--- src/hw/rtl/vss_pkg.sv ---
// vss_pkg: shared types, register indexes and constants of the VGA scanline sequencer.
// Used by vss_line_step and vga_scanline_sequencer; depends on nothing.

package vss_pkg;

   localparam int LineW   = 10;
   localparam int SubW    = 3;
   localparam int RepW    = 4;
   localparam int SrcW    = 8;
   localparam int StrideW = 9;
   localparam int OffsetW = 17;
   localparam int CmdW    = 8;
   localparam int CsrIdxW = 3;

   localparam logic [CmdW-1:0] FRAME_END_CMD = 8'd192;
   localparam logic [SrcW-1:0] SRC_LINE_MAX  = 8'd255;
   localparam logic [RepW-1:0] REPEAT_MIN    = 4'd1;
   localparam logic [RepW-1:0] REPEAT_MAX    = 4'd8;

   // reset values of the configuration registers
   localparam logic [LineW-1:0]   ACTIVE_START_RST = 10'd48;
   localparam logic [LineW-1:0]   ACTIVE_END_RST   = 10'd432;
   localparam logic [LineW-1:0]   VSYNC_START_RST  = 10'd490;
   localparam logic [LineW-1:0]   VSYNC_END_RST    = 10'd492;
   localparam logic [LineW-1:0]   FRAME_FIRST_RST  = 10'd0;
   localparam logic [LineW-1:0]   FRAME_LAST_RST   = 10'd524;
   localparam logic [RepW-1:0]    REPEAT_RST       = 4'd2;
   localparam logic [StrideW-1:0] STRIDE_RST       = 9'd257;

   typedef enum logic [CsrIdxW-1:0] {
      REG_ACTIVE_START = 3'd0,
      REG_ACTIVE_END   = 3'd1,
      REG_VSYNC_START  = 3'd2,
      REG_VSYNC_END    = 3'd3,
      REG_FRAME_FIRST  = 3'd4,
      REG_FRAME_LAST   = 3'd5,
      REG_REPEAT_COUNT = 3'd6,
      REG_LINE_STRIDE  = 3'd7
   } csr_index_type;

   typedef struct packed {
      logic [LineW-1:0]   active_start;
      logic [LineW-1:0]   active_end;
      logic [LineW-1:0]   vsync_start;
      logic [LineW-1:0]   vsync_end;
      logic [LineW-1:0]   frame_first;
      logic [LineW-1:0]   frame_last;
      logic [RepW-1:0]    repeat_count;
      logic [StrideW-1:0] line_stride;
   } cfg_type;

   typedef struct packed {
      logic [LineW-1:0] scanline;
      logic [SubW-1:0]  sub_line;
      logic [SrcW-1:0]  source_line;
      logic             vblank_flag;
      logic             vsync_out;
   } state_type;

   typedef struct packed {
      logic line_end;
      logic sync_end;
      logic porch_end;
   } event_type;

   typedef struct packed {
      logic               sample_valid;
      logic [LineW-1:0]   sample_index;
      logic               swap_buffers;
      logic               load_source;
      logic [OffsetW-1:0] source_offset;
      logic               start_transfer;
      logic               vsync_level;
      logic               blanking;
      logic               command_valid;
      logic [CmdW-1:0]    command_value;
   } result_type;

endpackage

--- src/hw/rtl/vss_line_step.sv ---
// vss_line_step: next-state and result logic for one transaction of event flags.
// Purely combinational; depends on vss_pkg.

module vss_line_step (
   input  vss_pkg::cfg_type    cfg,
   input  vss_pkg::state_type  cur,
   input  vss_pkg::event_type  ev,
   output vss_pkg::state_type  nxt,
   output vss_pkg::result_type res
);

   logic [vss_pkg::RepW-1:0]    rep;
   logic [vss_pkg::RepW-1:0]    sub_inc;
   logic [vss_pkg::LineW:0]     line_inc;
   logic                        in_active;
   logic [vss_pkg::OffsetW-1:0] offset;

   // 8 x 9 bit product, fits the 17 bit offset exactly
   assign offset = vss_pkg::OffsetW'(cur.source_line) * vss_pkg::OffsetW'(cfg.line_stride);

   always_comb begin
      // clamp repeat count into 1..8
      rep = cfg.repeat_count;
      if (cfg.repeat_count < vss_pkg::REPEAT_MIN) begin
         rep = vss_pkg::REPEAT_MIN;
      end else if (cfg.repeat_count > vss_pkg::REPEAT_MAX) begin
         rep = vss_pkg::REPEAT_MAX;
      end

      in_active = (cur.scanline >= cfg.active_start) && (cur.scanline < cfg.active_end);
      sub_inc   = {1'b0, cur.sub_line} + vss_pkg::RepW'(1);
      line_inc  = {1'b0, cur.scanline} + (vss_pkg::LineW + 1)'(1);

      nxt = cur;
      res = '0;

      if (ev.line_end) begin
         res.sample_valid = 1'b1;
         res.sample_index = cur.scanline;
         res.swap_buffers = (cur.scanline == '0);
         if (in_active) begin
            nxt.vblank_flag = 1'b0;
            if (cur.sub_line == '0) begin
               res.load_source   = 1'b1;
               res.source_offset = offset;
            end
            if (sub_inc >= rep) begin
               nxt.sub_line = '0;
               if (cur.source_line < vss_pkg::SRC_LINE_MAX) begin
                  nxt.source_line = cur.source_line + vss_pkg::SrcW'(1);
               end
            end else begin
               nxt.sub_line = sub_inc[vss_pkg::SubW-1:0];
            end
         end else if (cur.scanline == cfg.active_end) begin
            nxt.vblank_flag   = 1'b1;
            res.command_valid = 1'b1;
            res.command_value = vss_pkg::FRAME_END_CMD;
            nxt.sub_line      = '0;
            nxt.source_line   = '0;
         end else if (cur.scanline == cfg.vsync_start) begin
            nxt.vsync_out = 1'b0;
         end else if (cur.scanline == cfg.vsync_end) begin
            nxt.vsync_out = 1'b1;
         end
         // wrap; a carry out of 10 bits is also past frame_last
         if (line_inc > {1'b0, cfg.frame_last}) begin
            nxt.scanline = cfg.frame_first;
         end else begin
            nxt.scanline = line_inc[vss_pkg::LineW-1:0];
         end
      end else if (ev.sync_end) begin
         if (in_active && (cur.sub_line == vss_pkg::SubW'(1))) begin
            res.command_valid = 1'b1;
            res.command_value = cur.source_line;
         end
      end

      // back porch sees the updated line and sub-line
      if (ev.porch_end && (nxt.scanline >= cfg.active_start) &&
          (nxt.scanline <= cfg.active_end) && (nxt.sub_line == '0)) begin
         res.start_transfer = 1'b1;
      end

      res.vsync_level = nxt.vsync_out;
      res.blanking    = nxt.vblank_flag;
   end

endmodule

--- src/hw/rtl/vga_scanline_sequencer.sv ---
// vga_scanline_sequencer: vertical timing sequencer for a line-repeating VGA output.
// Depends on vss_pkg and vss_line_step.
//
//  channel | ports | carries                                  | handshake
//  --------+-------+------------------------------------------+----------------------
//  events  | req_  | line_end, sync_end, porch_end flags      | req_valid / req_stall
//  result  | rsp_  | sample, swap, DMA offset/pulses, command | rsp_valid / rsp_stall
//  config  | csr_  | index 0..7, 10 bit data                  | csr_write, no wait
//
// One transaction per cycle sustained while rsp_stall is low; after acceptance a
// transaction passes the event register, then the step logic (one 8x9 multiply for
// the DMA offset) into the result register, where rsp_valid rises. The counter state
// updates when a transaction moves into the result register. Reset is synchronous
// and restores the default timing registers and the counters (vsync high). A stalled
// result holds the event register; req_stall rises only when both registers are full.

module vga_scanline_sequencer (
   input  logic                          clock,
   input  logic                          reset,
   // event transactions
   input  logic                          req_valid,
   output logic                          req_stall,
   input  logic                          req_line_end,
   input  logic                          req_sync_end,
   input  logic                          req_porch_end,
   // result transactions
   output logic                          rsp_valid,
   input  logic                          rsp_stall,
   output logic                          rsp_sample_valid,
   output logic [vss_pkg::LineW-1:0]     rsp_sample_index,
   output logic                          rsp_swap_buffers,
   output logic                          rsp_load_source,
   output logic [vss_pkg::OffsetW-1:0]   rsp_source_offset,
   output logic                          rsp_start_transfer,
   output logic                          rsp_vsync_level,
   output logic                          rsp_blanking,
   output logic                          rsp_command_valid,
   output logic [vss_pkg::CmdW-1:0]      rsp_command_value,
   // configuration writes
   input  logic                          csr_write,
   input  logic [vss_pkg::CsrIdxW-1:0]   csr_index,
   input  logic [vss_pkg::LineW-1:0]     csr_data
);

   vss_pkg::cfg_type    cfg_ff,   cfg_in;
   vss_pkg::state_type  state_ff, state_in;
   vss_pkg::event_type  ev_ff,    ev_in;
   vss_pkg::result_type rsp_ff,   rsp_in;
   logic                ev_valid_ff,  ev_valid_in;
   logic                rsp_valid_ff, rsp_valid_in;

   vss_pkg::state_type  step_state;
   vss_pkg::result_type step_res;

   logic req_take;   // event transaction accepted
   logic advance;    // result register can load this cycle
   logic step_go;    // event register moves into the result register

   assign advance   = !rsp_valid_ff || !rsp_stall;
   assign step_go   = ev_valid_ff && advance;
   assign req_stall = ev_valid_ff && !advance;
   assign req_take  = req_valid && !req_stall;

   vss_line_step u_step (
      .cfg (cfg_ff),
      .cur (state_ff),
      .ev  (ev_ff),
      .nxt (step_state),
      .res (step_res)
   );

   // configuration register file
   always_comb begin
      cfg_in = cfg_ff;
      if (csr_write) begin
         case (vss_pkg::csr_index_type'(csr_index))
            vss_pkg::REG_ACTIVE_START: cfg_in.active_start = csr_data;
            vss_pkg::REG_ACTIVE_END:   cfg_in.active_end   = csr_data;
            vss_pkg::REG_VSYNC_START:  cfg_in.vsync_start  = csr_data;
            vss_pkg::REG_VSYNC_END:    cfg_in.vsync_end    = csr_data;
            vss_pkg::REG_FRAME_FIRST:  cfg_in.frame_first  = csr_data;
            vss_pkg::REG_FRAME_LAST:   cfg_in.frame_last   = csr_data;
            vss_pkg::REG_REPEAT_COUNT: cfg_in.repeat_count = csr_data[vss_pkg::RepW-1:0];
            vss_pkg::REG_LINE_STRIDE:  cfg_in.line_stride  = csr_data[vss_pkg::StrideW-1:0];
            default:                   cfg_in = cfg_ff;
         endcase
      end
   end

   // pipeline next values
   always_comb begin
      ev_valid_in  = req_take || (ev_valid_ff && !advance);
      ev_in        = req_take ? vss_pkg::event_type'{line_end: req_line_end,
                                                     sync_end: req_sync_end,
                                                     porch_end: req_porch_end} : ev_ff;
      state_in     = step_go ? step_state : state_ff;
      rsp_in       = step_go ? step_res : rsp_ff;
      rsp_valid_in = step_go || (rsp_valid_ff && rsp_stall);
   end

   // control state and configuration
   always_ff @(posedge clock) begin
      if (reset) begin
         cfg_ff.active_start <= vss_pkg::ACTIVE_START_RST;
         cfg_ff.active_end   <= vss_pkg::ACTIVE_END_RST;
         cfg_ff.vsync_start  <= vss_pkg::VSYNC_START_RST;
         cfg_ff.vsync_end    <= vss_pkg::VSYNC_END_RST;
         cfg_ff.frame_first  <= vss_pkg::FRAME_FIRST_RST;
         cfg_ff.frame_last   <= vss_pkg::FRAME_LAST_RST;
         cfg_ff.repeat_count <= vss_pkg::REPEAT_RST;
         cfg_ff.line_stride  <= vss_pkg::STRIDE_RST;
         state_ff.scanline    <= '0;
         state_ff.sub_line    <= '0;
         state_ff.source_line <= '0;
         state_ff.vblank_flag <= 1'b0;
         state_ff.vsync_out   <= 1'b1;   // sync inactive
         ev_valid_ff  <= 1'b0;
         rsp_valid_ff <= 1'b0;
      end else begin
         cfg_ff       <= cfg_in;
         state_ff     <= state_in;
         ev_valid_ff  <= ev_valid_in;
         rsp_valid_ff <= rsp_valid_in;
      end
   end

   // payload registers, no reset needed
   always_ff @(posedge clock) begin
      ev_ff  <= ev_in;
      rsp_ff <= rsp_in;
   end

   assign rsp_valid          = rsp_valid_ff;
   assign rsp_sample_valid   = rsp_ff.sample_valid;
   assign rsp_sample_index   = rsp_ff.sample_index;
   assign rsp_swap_buffers   = rsp_ff.swap_buffers;
   assign rsp_load_source    = rsp_ff.load_source;
   assign rsp_source_offset  = rsp_ff.source_offset;
   assign rsp_start_transfer = rsp_ff.start_transfer;
   assign rsp_vsync_level    = rsp_ff.vsync_level;
   assign rsp_blanking       = rsp_ff.blanking;
   assign rsp_command_valid  = rsp_ff.command_valid;
   assign rsp_command_value  = rsp_ff.command_value;

   // ---- assertions ----

   // reset brings back the idle frame position with vsync released
   a_reset_state: assert property (@(posedge clock)
      reset |=> (state_ff.scanline == '0) && state_ff.vsync_out && !rsp_valid_ff)
      else $error("counter state not cleared by reset");

   // scanline only moves on a line-end transaction
   a_line_hold: assert property (@(posedge clock) disable iff (reset)
      step_go && !ev_ff.line_end |=> $stable(state_ff.scanline))
      else $error("scanline changed without a line-end event");

   // swap pulse only with a sample at line zero
   a_swap_line0: assert property (@(posedge clock) disable iff (reset)
      rsp_valid_ff && rsp_ff.swap_buffers |->
         rsp_ff.sample_valid && (rsp_ff.sample_index == '0))
      else $error("buffer swap outside scanline zero");

   // DMA load only on a line end, offset zero otherwise
   a_load_line: assert property (@(posedge clock) disable iff (reset)
      rsp_valid_ff && (rsp_ff.load_source || (rsp_ff.source_offset != '0)) |->
         rsp_ff.sample_valid && (rsp_ff.load_source || (rsp_ff.source_offset == '0)))
      else $error("DMA offset without a load on a line end");

endmodule

--- config.mk ---
export PLATFORM = sky130hd
export DESIGN_NAME = vga_scanline_sequencer
export DESIGN_NICKNAME = d
export VERILOG_FILES = /design/src/hw/rtl/vss_pkg.sv /design/src/hw/rtl/vss_line_step.sv /design/src/hw/rtl/vga_scanline_sequencer.sv
export SDC_FILE = /design/constraint.sdc
export NUM_CORES = 1
export LEC_CHECK = 0
export CAP_MARGIN = 5
export CORE_MARGIN = 2
export CORE_UTILIZATION = 59
export CTS_CLUSTER_SIZE = 25
export DETAILED_ROUTE_END_ITERATION = 6
export DONT_BUFFER_PORTS = 1
export GPL_TIMING_DRIVEN = 1
export HOLD_SLACK_MARGIN = 0.06
export PLACE_DENSITY = 0.75
export SETUP_SLACK_MARGIN = 0.15
export SYNTH_ARGS = -nofsm -noshare
export SYNTH_HDL_FRONTEND = slang
export SYNTH_SLANG_ARGS = --single-unit
export TNS_END_PERCENT = 5
--- constraint.sdc ---
create_clock -name clock -period 4.4 [get_ports clock]
set_input_delay 0.66 -clock clock [delete_from_list [all_inputs] [get_ports clock]]
set_output_delay 0.66 -clock clock [all_outputs]
set_load 0.02 [all_outputs]
# == Word-level counts from Yosys, hierarchy flattened ==
# Cells that the tools add are included.
# word_totals
regBits,143
latchBits,0
ram_bits,0
mem_bits_ro,0
out_inout_bits,44
n_memories,0
# op_classes
n_addsub,3
n_mul,1
div_mod_pow,0
n_lt_le_gt_ge,9
eq_ne,13
n_shift,0
muxes,22
n_bitwise,0
reduce_logical,32
# op_table
op,n
2-to-1 mux 9 bit,5
2-to-1 mux 18 bit,2
equality test 10 bit,3
2-to-1 mux 30 bit,1
2-to-1 mux 12 bit,2
2-to-1 mux 23 bit,1
greater-or-equal comparator 10 bit,2
AND reduction 2 bit,9
multiplier 8 x 9 -> 17 bit,1
2-to-1 mux 8 bit,2
equality test 3 bit (second input constant),4
adder 10 x 1 -> 11 bit (second input constant),1
greater-than comparator 11 x 10 -> 1 bit,1
less-or-equal comparator 10 bit,1
logical NOT 10 bit,1
< comparator 10 bit,1
2-to-1 mux 10 bit,1
logical AND 1 bit,9
logical NOT 3 bit,3
adder 8 x 1 -> 8 bit (second input constant),1
< comparator 8 bit (second input constant),1
2-to-1 mux 4 bit,2
equality test 3 x 1 -> 1 bit (second input constant),2
equality test 3 x 2 -> 1 bit (second input constant),2
12 further kinds,22

# == Depth between registers and ports, before layout ==
# Gate-level depths: netlist (run 1).
# logic_depth
depth_word,12
mapped_depth,22
mapped_depth_nobuf,21

# == Hierarchy ==
# From an unflattened synthesis (run 1), not the netlist that was laid out.
# hier_totals
cells_unflattened,1095
area_unflattened_um2,10288.6
# modules_own_cells
mod,n_inst,cells_each,area_per_inst_um2
vga_scanline_sequencer,1,423,5311.3
vss_line_step,1,672,4977.3

# == Least setup slack after synthesis (run 1) ==
# No wires, ideal clock.
# synth_path
kind,register -> register
from,register state_ff[9] (netlist bit)
to,"register rsp_ff (netlist bit rsp_source_offset[14]), data pin"
setup_ps,257
t_arrival_ps,4340
path_slack_ps,-197
stages_incl_launch_ff,16
synth_period_minus_slack_ps,4597
cell_sequence,dfxtp_1 clkbuf_1 nand2_1 fa_1 inv_1 fa_1 fa_1 fa_1 ha_1 or2_2 a21oi_1 a31oi_1 a221oi_1 nor2b_1 xor2_1 nor2_1
# synth_via
elab_chain_len,1
# synth_rtl
item,line_no,text
start: declaration,vga_scanline_sequencer.sv:46,"vss_pkg::state_type state_ff, state_in;"
start signal: assignment,vga_scanline_sequencer.sv:121,state_ff <= state_in;
multiplier 8 x 9 -> 17 bit,vss_line_step.sv:19,assign offset = vss_pkg::OffsetW'(cur.source_line) * vss_pkg::OffsetW'(cfg.line_stride);
end signal: assignment,vga_scanline_sequencer.sv:130,rsp_ff <= rsp_in;
end: declaration,vga_scanline_sequencer.sv:48,"vss_pkg::result_type rsp_ff, rsp_in;"
# Every way passes these cells.
# A chain may end at the register's enable or synchronous reset.

==> results.toml, run 1 <==
[grt]
grt_pass1_wl_mm = 38.9
grt_max_degree = 94
grt-ovfl-total = 0
grtUsageTotal = 0.286
grt_pass1_vias = 7727
antenna_found_initial = 0

[outcome]
failed_checks = "DRC"
status = "finished with violations"

[die]
io_pins = 65
fp.dieW_um = 132
coreArea_um2 = 15900
rows = 46
start_util = 0.604
die_y_um = 132
die_area_um2 = 17300

[setup_path]
cp_top_family = "compound AO/OA/AOI/OAI gates"
cp_max_fo = 4
critPathLaunchType = "register"
crit_buf_inv = 1
crit_type = "reg -> reg"
slowest_delay_ns = 0.37
critical_path.cell_chain = "ha_4 -> and3_4 -> and3_4 -> nand3_4 -> xnor2_2 -> ha_1 -> a21o_1 -> a21oi_2 -> nor2b_4 -> a21boi_4 -> buf_12 -> nor2_4 -> o21ai_2 -> a22o_1 -> ha_1 -> nand2b_4 -> a21o_1 -> a21oi_2 -> o21ai_2 -> a2111oi_2 -> o21ai_1 -> and4_1"
cp.arrival_ns = 4.56
worstSetupEndpointType = "register"
crit_slowest_cell = "dfxtp_4"
critPathLaunch = "state_ff[14]"
crit_required_ns = 4.58
r2r-start = "state_ff[14]"

[final_layout]
fin_cells = 1350
drive_gt1_frac = 0.146
nFillCells = 1222
diodes = 0
fin_area_um2 = 11100
area_growth_pct = 15.6
finalNetCount = 1281

[yosys]
synth_edf_count = 45
synth_flop_cell = "dfxtp_1"
synth.distinct_cells = 59
synth-async-reset-ratio = 0
yosysWarnings = 0
synth.yosys.seq_area_share = 0.345
syn_area_per_cell_um2 = 8.80
synth_area_um2 = 9600
syn_nets = 1250
ys_seq_elements = 143
synthCells = 1090

[route]
first_iter_violations = 532
ant_nets = 0
wl_per_cell_um = 18.1
drc = 1
dr.pass1.iters = 7
vias = 7816
drt-total-wl_mm = 24.4
avgViaCountPerCell = 5.79

[pwr]
p_per_area_nw_per_um2 = 294
ir_drop_mv = 0.305
leakagePower_nw = 4.83

[sta]
period_share = 0.997
setup_ws_ns = 0.0153
hold_viol_final = 0
slew_violations = 0
rsz0062_at_grt = "true"
fin_crit_ns = 4.38
holdWs_ns = 0.304
tightestPinTransition_ns = 1.24
relSlewSlack = 0.165
clock_skew_ns = 0.0144
maxClockFrequency_mhz = 228
setup_viol = 0

[cts]
clk_latency_ns = 0.43
tritoncts = "done"
cts_buffers = 17
postCtsHoldBufs = 0
cts-root-buf = "clkbuf_16"
clkSinkCount = 143
path_clk_slew_ns = 0.06
htreeDepth = 4
clock_path_buffers = 2

[placement]
dpl_worst_slack_ns = -0.146
place_area_um2 = 10100
port-buffer-count = 0
place.gp.congestion = 0.963
dpl.hpwl_mm = 17.2
dp.cells = 1297

[flow_run]
drv_cap = 0

[min_path]
hp-start = "reset"
hold_class = "in -> reg"
final timing paths:
path | endpoint | slack, ns | depth (start not counted)
worst min-delay path | cfg_ff[12] | 0.30 | 1
worst max-delay path | rsp_start_transfer | 0.02 | 22
worst max register to register | rsp_start_transfer | 0.02 | 22
worst min register to register | cfg_ff[27] | 0.45 | 2
where the power goes:
part	total (mW)	switching (mW)	leakage, nW	internal (mW)
Sequential	1.46	0.0556	1.23	1.40
Clock	1.43	0.607	0.291	0.819
Combinational	0.376	0.216	3.31	0.160
per-stage QoR:
step            util  power [mW]  setup TNS (ns)
6_report       0.698        3.26               0
5_1_grt        0.698        3.38          -0.248
4_1_cts        0.686        3.24               0
3_5_place_dp   0.634        1.82          -0.286
3_3_place_gp   0.634        1.81        -0.00442
2_1_floorplan      -        1.74               0
timing repair:
action | CTS | global route
resized for setup | 44 | 26
pin swaps | 24 | 20
setup buffers | 14 | 7
setup endpoints to repair | 5 | 7
routing by layer:
metal  routed length [um]  track usage  up-vias
met4                 1040        0.150        0
met2                12200        0.499      292
li1                     -            -     3765
met5                    0            0        -
met3                 1340       0.0505       78
met1                 9840        0.336     3681
worst register-to-register path, delay by kind of cell (launching register included):
kind / cells / cell delay, ns
AO/OA/AOI/OAI: 10 / 1.62
XOR/XNOR: 1 / 0.20
adder cells (fa/ha/maj): 3 / 0.68
buffers and inverters: 1 / 0.16
flip-flops: 1 / 0.37
AND/OR/NAND/NOR: 7 / 1.09
state kept, by name, indices dropped and copies added (netlist names):
signal	count
state_ff	23
ev_valid_ff	1
rsp_source_offset	17
rsp_valid	1
rsp_command_valid	1
rsp_swap_buffers	1
rsp_load_source	1
rsp_command_value	8
cfg_ff	73
ev_ff	3
rsp_vsync_level	1
rsp_start_transfer	1
rsp_sample_index	10
rsp_sample_valid	1
rsp_blanking	1
placed cells by master (no fill, tap or decap), types with 12 or more instances in the layout:
cell       synthesis  final
fa_1              42     39
o21ai_0           18     14
edfxtp_1          45     45
nand3b_1          16     16
nor2_1            63     63
nand4_1           16     16
xnor2_1           24     21
xor2_1            15     14
dfxtp_1           98     83
clkbuf_16          0     19
inv_1             88     89
ha_1              97     94
a21oi_1           83     78
dfxtp_4            0     12
nand3_1           16     15
nand2_1          191    191
nand2b_1          15     14
and2_1            58     55
buf_4              1     66
synthesized netlist by cell type, drive strengths merged, types with 3 or more instances:
| cell | n | area, um^2 |
|---|---|---|
| a31oi | 5 | 31.3 |
| a21o | 7 | 52.6 |
| edfxtp | 45 | 1350 |
| xor2 | 15 | 131 |
| nor4 | 6 | 43.8 |
| nor2b | 13 | 81.3 |
| nor2 | 65 | 249 |
| o21a | 5 | 37.5 |
| nand3 | 16 | 80.1 |
| nand3b | 16 | 120 |
| nor3 | 11 | 55.1 |
| and3 | 10 | 62.6 |
| a211oi | 8 | 72.6 |
| xnor2 | 24 | 210 |
| nand2 | 191 | 717 |
| or3 | 3 | 18.8 |
| ha | 97 | 1210 |
| fa | 42 | 841 |
| dfxtp | 98 | 1960 |
| o21bai | 8 | 60.1 |
| o311ai | 7 | 61.3 |
| and2 | 59 | 370 |
| buf | 8 | 41.3 |
| a211o | 12 | 106 |
| a21oi | 83 | 415 |
| and4 | 6 | 52.6 |
| nand4 | 16 | 100 |
| a21boi | 3 | 22.5 |
| clkbuf | 48 | 180 |
| o31ai | 4 | 30.0 |
| or2 | 3 | 18.8 |
| a311oi | 7 | 61.3 |
| inv | 88 | 330 |
| a221oi | 3 | 26.3 |
| mux2i | 6 | 60.1 |
| o21ai | 23 | 115 |
| nand2b | 15 | 93.8 |
cell families after synthesis:
group                      after synthesis  share of synthesized area
buffers and inverters                  144                     0.0575
xor gates and xnor gates                39                     0.0356
adders and majority gates              139                      0.214
AOI/OAI and AO/OA                      182                      0.120
and+or+nand+nor                        436                      0.220
DFF                                    143                      0.345
muxes                                    7                    0.00743
cell type report:
| type | count | area [um^2] | area share |
|---|---|---|---|
| flip-flops and latches | 143 | 3360 | 0.303 |
| inverters | 88 | 330 | 0.0298 |
| clock inverters | 11 | 95.1 | 0.00857 |
| multi-input cells | 803 | 6020 | 0.542 |
| repair buffers | 68 | 527 | 0.0475 |
| well taps | 216 | 270 | 0.0244 |
| clock buffers | 21 | 493 | 0.0444 |
Power figures use the tool's default switching activity.
==> run 2: changes to the inputs <==
- clock period: 4.4 -> 4 ns (I/O delays scaled with it)
==> results.toml, run 2 (same netlist as run 1, synthesis figures left out) <==
[sta]
slew_violations = 0
hold_viol_final = 0
fin_crit_ns = 4.29
rsz0062_at_grt = "true"
setup_ws_ns = -0.289
final.setup.tns_ns = -0.686
period_share = 1.07
clock_skew_ns = 0.00809
maxClockFrequency_mhz = 233
tightestPinTransition_ns = 1.05
relSlewSlack = 0.298
setup_viol = 4

[die]
rows = 46
die_y_um = 132
io_pins = 65
coreArea_um2 = 15900
start_util = 0.604
die_area_um2 = 17300
fp.dieW_um = 132

[setup_path]
crit_type = "reg -> reg"
slowest_delay_ns = 0.37
worstSetupEndpointType = "register"
cp.arrival_ns = 4.47
crit_buf_inv = 2
critPathLaunchType = "register"
crit_slowest_cell = "dfxtp_4"
cp_max_fo = 4
cp_top_family = "compound AO/OA/AOI/OAI gates"
critical_path.cell_chain = "ha_4 -> and3_4 -> and3_4 -> nand3_4 -> xnor2_2 -> ha_1 -> a21o_1 -> a21oi_2 -> nor2b_4 -> a21boi_4 -> buf_4 -> buf_4 -> o21bai_2 -> o311ai_2 -> nand2_1 -> ha_1 -> a21oi_2 -> o21ai_2 -> a2111oi_4 -> o21ai_1 -> and4_1"
crit_required_ns = 4.18

[grt]
grtUsageTotal = 0.285
grt_max_degree = 94
grt-ovfl-total = 0
grt_pass1_wl_mm = 38.9
antenna_found_initial = 0
grt_pass1_vias = 7647

[cts]
postCtsHoldBufs = 0
clkSinkCount = 143
clock_path_buffers = 2
htreeDepth = 4
path_clk_slew_ns = 0.06
cts-root-buf = "clkbuf_16"
clk_latency_ns = 0.43
cts_buffers = 17
tritoncts = "done"

[route]
routed.top_layer = "met4"
first_iter_violations = 616
drt-total-wl_mm = 24.5
route.met3.wl_mm = 1.51
avgViaCountPerCell = 5.76
drc = 0
vias = 7914
wl_met2_mm = 12.5
dr.pass1.iters = 5
ant_nets = 0
wl_per_cell_um = 17.9
met1_length_mm = 9.96

[flow_run]
drv_cap = 0

[final_layout]
mostFrequentLayoutCells = "nand2_1 (188), ha_1 (90), buf_4 (90)"
area_growth_pct = 19.3
largest_register = "cfg_ff"
drive_gt1_frac = 0.176
layout_commonest_cell = "nand2_1"
diodes = 0
post-route-util = 0.721
nFillCells = 1180
fin_area_um2 = 11500
largest_reg_flops = 73
finalNetCount = 1304

[pwr]
p_per_area_nw_per_um2 = 333
ir_drop_mv = 0.315
leakagePower_nw = 4.95

[placement]
port-buffer-count = 0
place_area_um2 = 10500
dpl_worst_slack_ns = -0.346
place.gp.congestion = 0.916
dpl.hpwl_mm = 17.6

[outcome]
status = "finished with violations"
failed_checks = "setup timing"

[min_path]
hold_class = "in -> reg"
-- run 2: cell count changes in the layout (fill, tap and decap cells not counted), moves of 3 or more --
cell,delta
a21oi_1,-3
a21oi_2,+3
buf_4,+24
bufinv_16,+4
dfxtp_2,+7
dfxtp_4,-8
ha_1,-4
ha_4,+4
inv_6,-3
nand2_1,-3
o21ai_1,+3
o21bai_1,-4
o21bai_4,+3
-- run 2: report_power, final --
group          internal [mW]  leakage (nW)  switching (mW)
logic                  0.198          3.40           0.251
clock network           1.12         0.319           0.636
registers               1.55          1.23          0.0594
-- run 2: layout make-up --
class,instances,area (um^2),area share
well taps,216,270,0.0236
inverters,88,330,0.0288
repair buffers,90,676,0.0590
clock inverters,10,171,0.0150
flip-flops and latches,143,3340,0.292
clock buffers,22,485,0.0424
multi-input cells,804,6180,0.539
-- run 2: worst reg2reg max path: stages (launching register included) --
cell       delay (ns)
dfxtp_4          0.37
ha_4             0.14
and3_4           0.18
and3_4           0.22
nand3_4          0.09
xnor2_2          0.15
ha_1             0.32
a21o_1           0.21
a21oi_2          0.17
nor2b_4          0.20
a21boi_4         0.09
buf_4            0.15
buf_4            0.16
o21bai_2         0.17
o311ai_2         0.14
nand2_1          0.16
ha_1             0.28
a21oi_2          0.16
o21ai_2          0.10
a2111oi_4        0.28
o21ai_1          0.11
and4_1           0.20
-- run 2: metal layers --
metal  vias up  track usage
met5         -            0
met4         0       0.0851
met3        49       0.0540
met2       305        0.504
met1      3763        0.353
li1       3797            -
-- run 2: path summary, 6_finish.rpt --
check                           cells after the start                  to         start  slack (ns)
worst min register to register                      2          cfg_ff[27]    cfg_ff[27]        0.45
worst min-delay path                                1           cfg_ff[1]         reset        0.26
worst max-delay path                               21  rsp_start_transfer  state_ff[14]       -0.29
worst max register to register                     21  rsp_start_transfer  state_ff[14]       -0.29
-- run 2: repair_timing --
item	in CTS	in global routing
resized for setup	21	33
pin swaps	13	17
cloned	1	0
setup endpoints to repair	9	10
buffers inserted	3	1
-- run 2: through the flow --
step,power [mW],hold slack [ns],instances
finish,3.81,0.258,1373
floorplan,1.92,0.433,1090
global route,3.94,0.232,1373
CTS,3.79,0.235,1372
global placement,2.02,0.437,1336
detailed placement,2.03,0.441,1336
==> run 3: changes to the inputs <==
- CORE_MARGIN: 2 -> unset
- CTS_CLUSTER_DIAMETER: unset -> 40
==> results.toml, run 3 (same netlist as run 1, synthesis figures left out) <==
[route]
wl_per_cell_um = 18.4
avgViaCountPerCell = 5.80
dr.pass1.iters = 5
drt-total-wl_mm = 25.3
ant_nets = 0
first_iter_violations = 514
vias = 7986
drc = 0

[min_path]
hold_class = "in -> reg"

[grt]
grt_max_degree = 94
grt_pass1_vias = 7886
antenna_found_initial = 1
grtUsageTotal = 0.311
grt_pass1_wl_mm = 39.4
grt-ovfl-total = 0

[cts]
clkSinkCount = 143
path_clk_slew_ns = 0.06
htreeDepth = 4
cts-root-buf = "clkbuf_16"
clk_latency_ns = 0.44
cts_buffers = 17
tritoncts = "done"
postCtsHoldBufs = 0
clock_path_buffers = 2

[sta]
relSlewSlack = 0.319
tightestPinTransition_ns = 1.02
rsz0062_at_grt = "true"
setup_viol = 4
clock_skew_ns = 0.00977
hold_viol_final = 0
setup_ws_ns = -0.279
maxClockFrequency_mhz = 234
slew_violations = 0
fin_crit_ns = 4.28
holdWs_ns = 0.233
period_share = 1.07
final.setup.tns_ns = -0.826

[final_layout]
drive_gt1_frac = 0.176
finalNetCount = 1307
diodes = 0
largest_register = "cfg_ff"
layout_commonest_cell = "nand2_1"
largest_reg_flops = 73
fin_cells = 1376
mostFrequentLayoutCells = "nand2_1 (187), buf_4 (91), ha_1 (90)"
fin_area_um2 = 11400
area_growth_pct = 18.5

[die]
start_util = 0.604
coreArea_um2 = 15900
die_area_um2 = 16800
fp.dieW_um = 130
io_pins = 65
die_y_um = 130
rows = 46

[setup_path]
cp.arrival_ns = 4.58
crit_required_ns = 4.30
crit_slowest_cell = "dfxtp_4"
cp_top_family = "simple AND/OR/NAND/NOR gates"
crit_buf_inv = 1
critPathLaunchType = "register"
rrSetupSlack_ns = -0.28
worstSetupEndpointType = "register"
crit_type = "reg -> reg"
critical_path.cell_chain = "ha_4 -> and3_4 -> and3_4 -> nand3_4 -> xnor2_2 -> ha_1 -> a21o_1 -> a21oi_2 -> nor2b_4 -> a21boi_4 -> buf_4 -> o21bai_2 -> o311ai_4 -> nand2_1 -> ha_1 -> nand4_1 -> nor2_1 -> o21ai_0 -> nand4b_1 -> o21a_1 -> a221oi_2 -> and4_1"
cp_max_fo = 4
slowest_delay_ns = 0.38

[placement]
dp.cells = 1336
dpl.hpwl_mm = 17.5
port-buffer-count = 0
place.gp.congestion = 0.908
place_area_um2 = 10500

[pwr]
leakagePower_nw = 4.92
p_per_area_nw_per_um2 = 319
ir_drop_mv = 0.377
total_power_mw = 3.63

[outcome]
status = "finished with violations"
failed_checks = "setup timing"

[flow_run]
drv_cap = 0
[run 3: path summary, 6_finish.rpt]
kind	startpoint	end	depth (start not counted)
worst min register to register	cfg_ff[56]	cfg_ff[56]	2
worst max register to register	state_ff[14]	rsp_start_transfer	22
worst min-delay path	reset	cfg_ff[9]	1
worst max-delay path	state_ff[14]	rsp_start_transfer	22
[run 3: power breakdown]
group	switching, mW	internal [mW]	leakage (nW)
logic	0.252	0.198	3.41
registers	0.0624	1.55	1.23
clock network	0.657	0.914	0.283
total	0.972	2.66	4.92
[run 3: metrics by stage]
step,setup WS (ns),util
floorplan,-0.0666,-
global placement,-0.313,0.660
detailed placement,-0.426,0.660
CTS,-0.251,0.705
global route,-0.423,0.716
finish,-0.279,0.716
[run 3: what timing repair did]
| item | 4_1_cts | 5_1_grt |
|---|---|---|
| setup endpoints to repair | 10 | 10 |
| pin swaps | 14 | 11 |
| cloned | 1 | 0 |
| buffers inserted | 5 | 2 |
| resized for setup | 26 | 25 |
[run 3: layout make-up]
cell class | count | area, um^2
clock buffers | 21 | 473
repair buffers | 93 | 706
fillers | 1224 | 4520
well taps | 216 | 270
inverters | 88 | 330
flip-flops and latches | 143 | 3340
multi-input cells | 804 | 6150
clock inverters | 11 | 103
[run 3: routing by layer]
metal  global-route usage  vias to the layer above  wire [um]
met2                0.553                      251      12800
met4                0.155                        2        990
met1                0.357                     3832      10100
met3               0.0619                       88       1370
li1                     -                     3813          -
met5                    0                        -         17
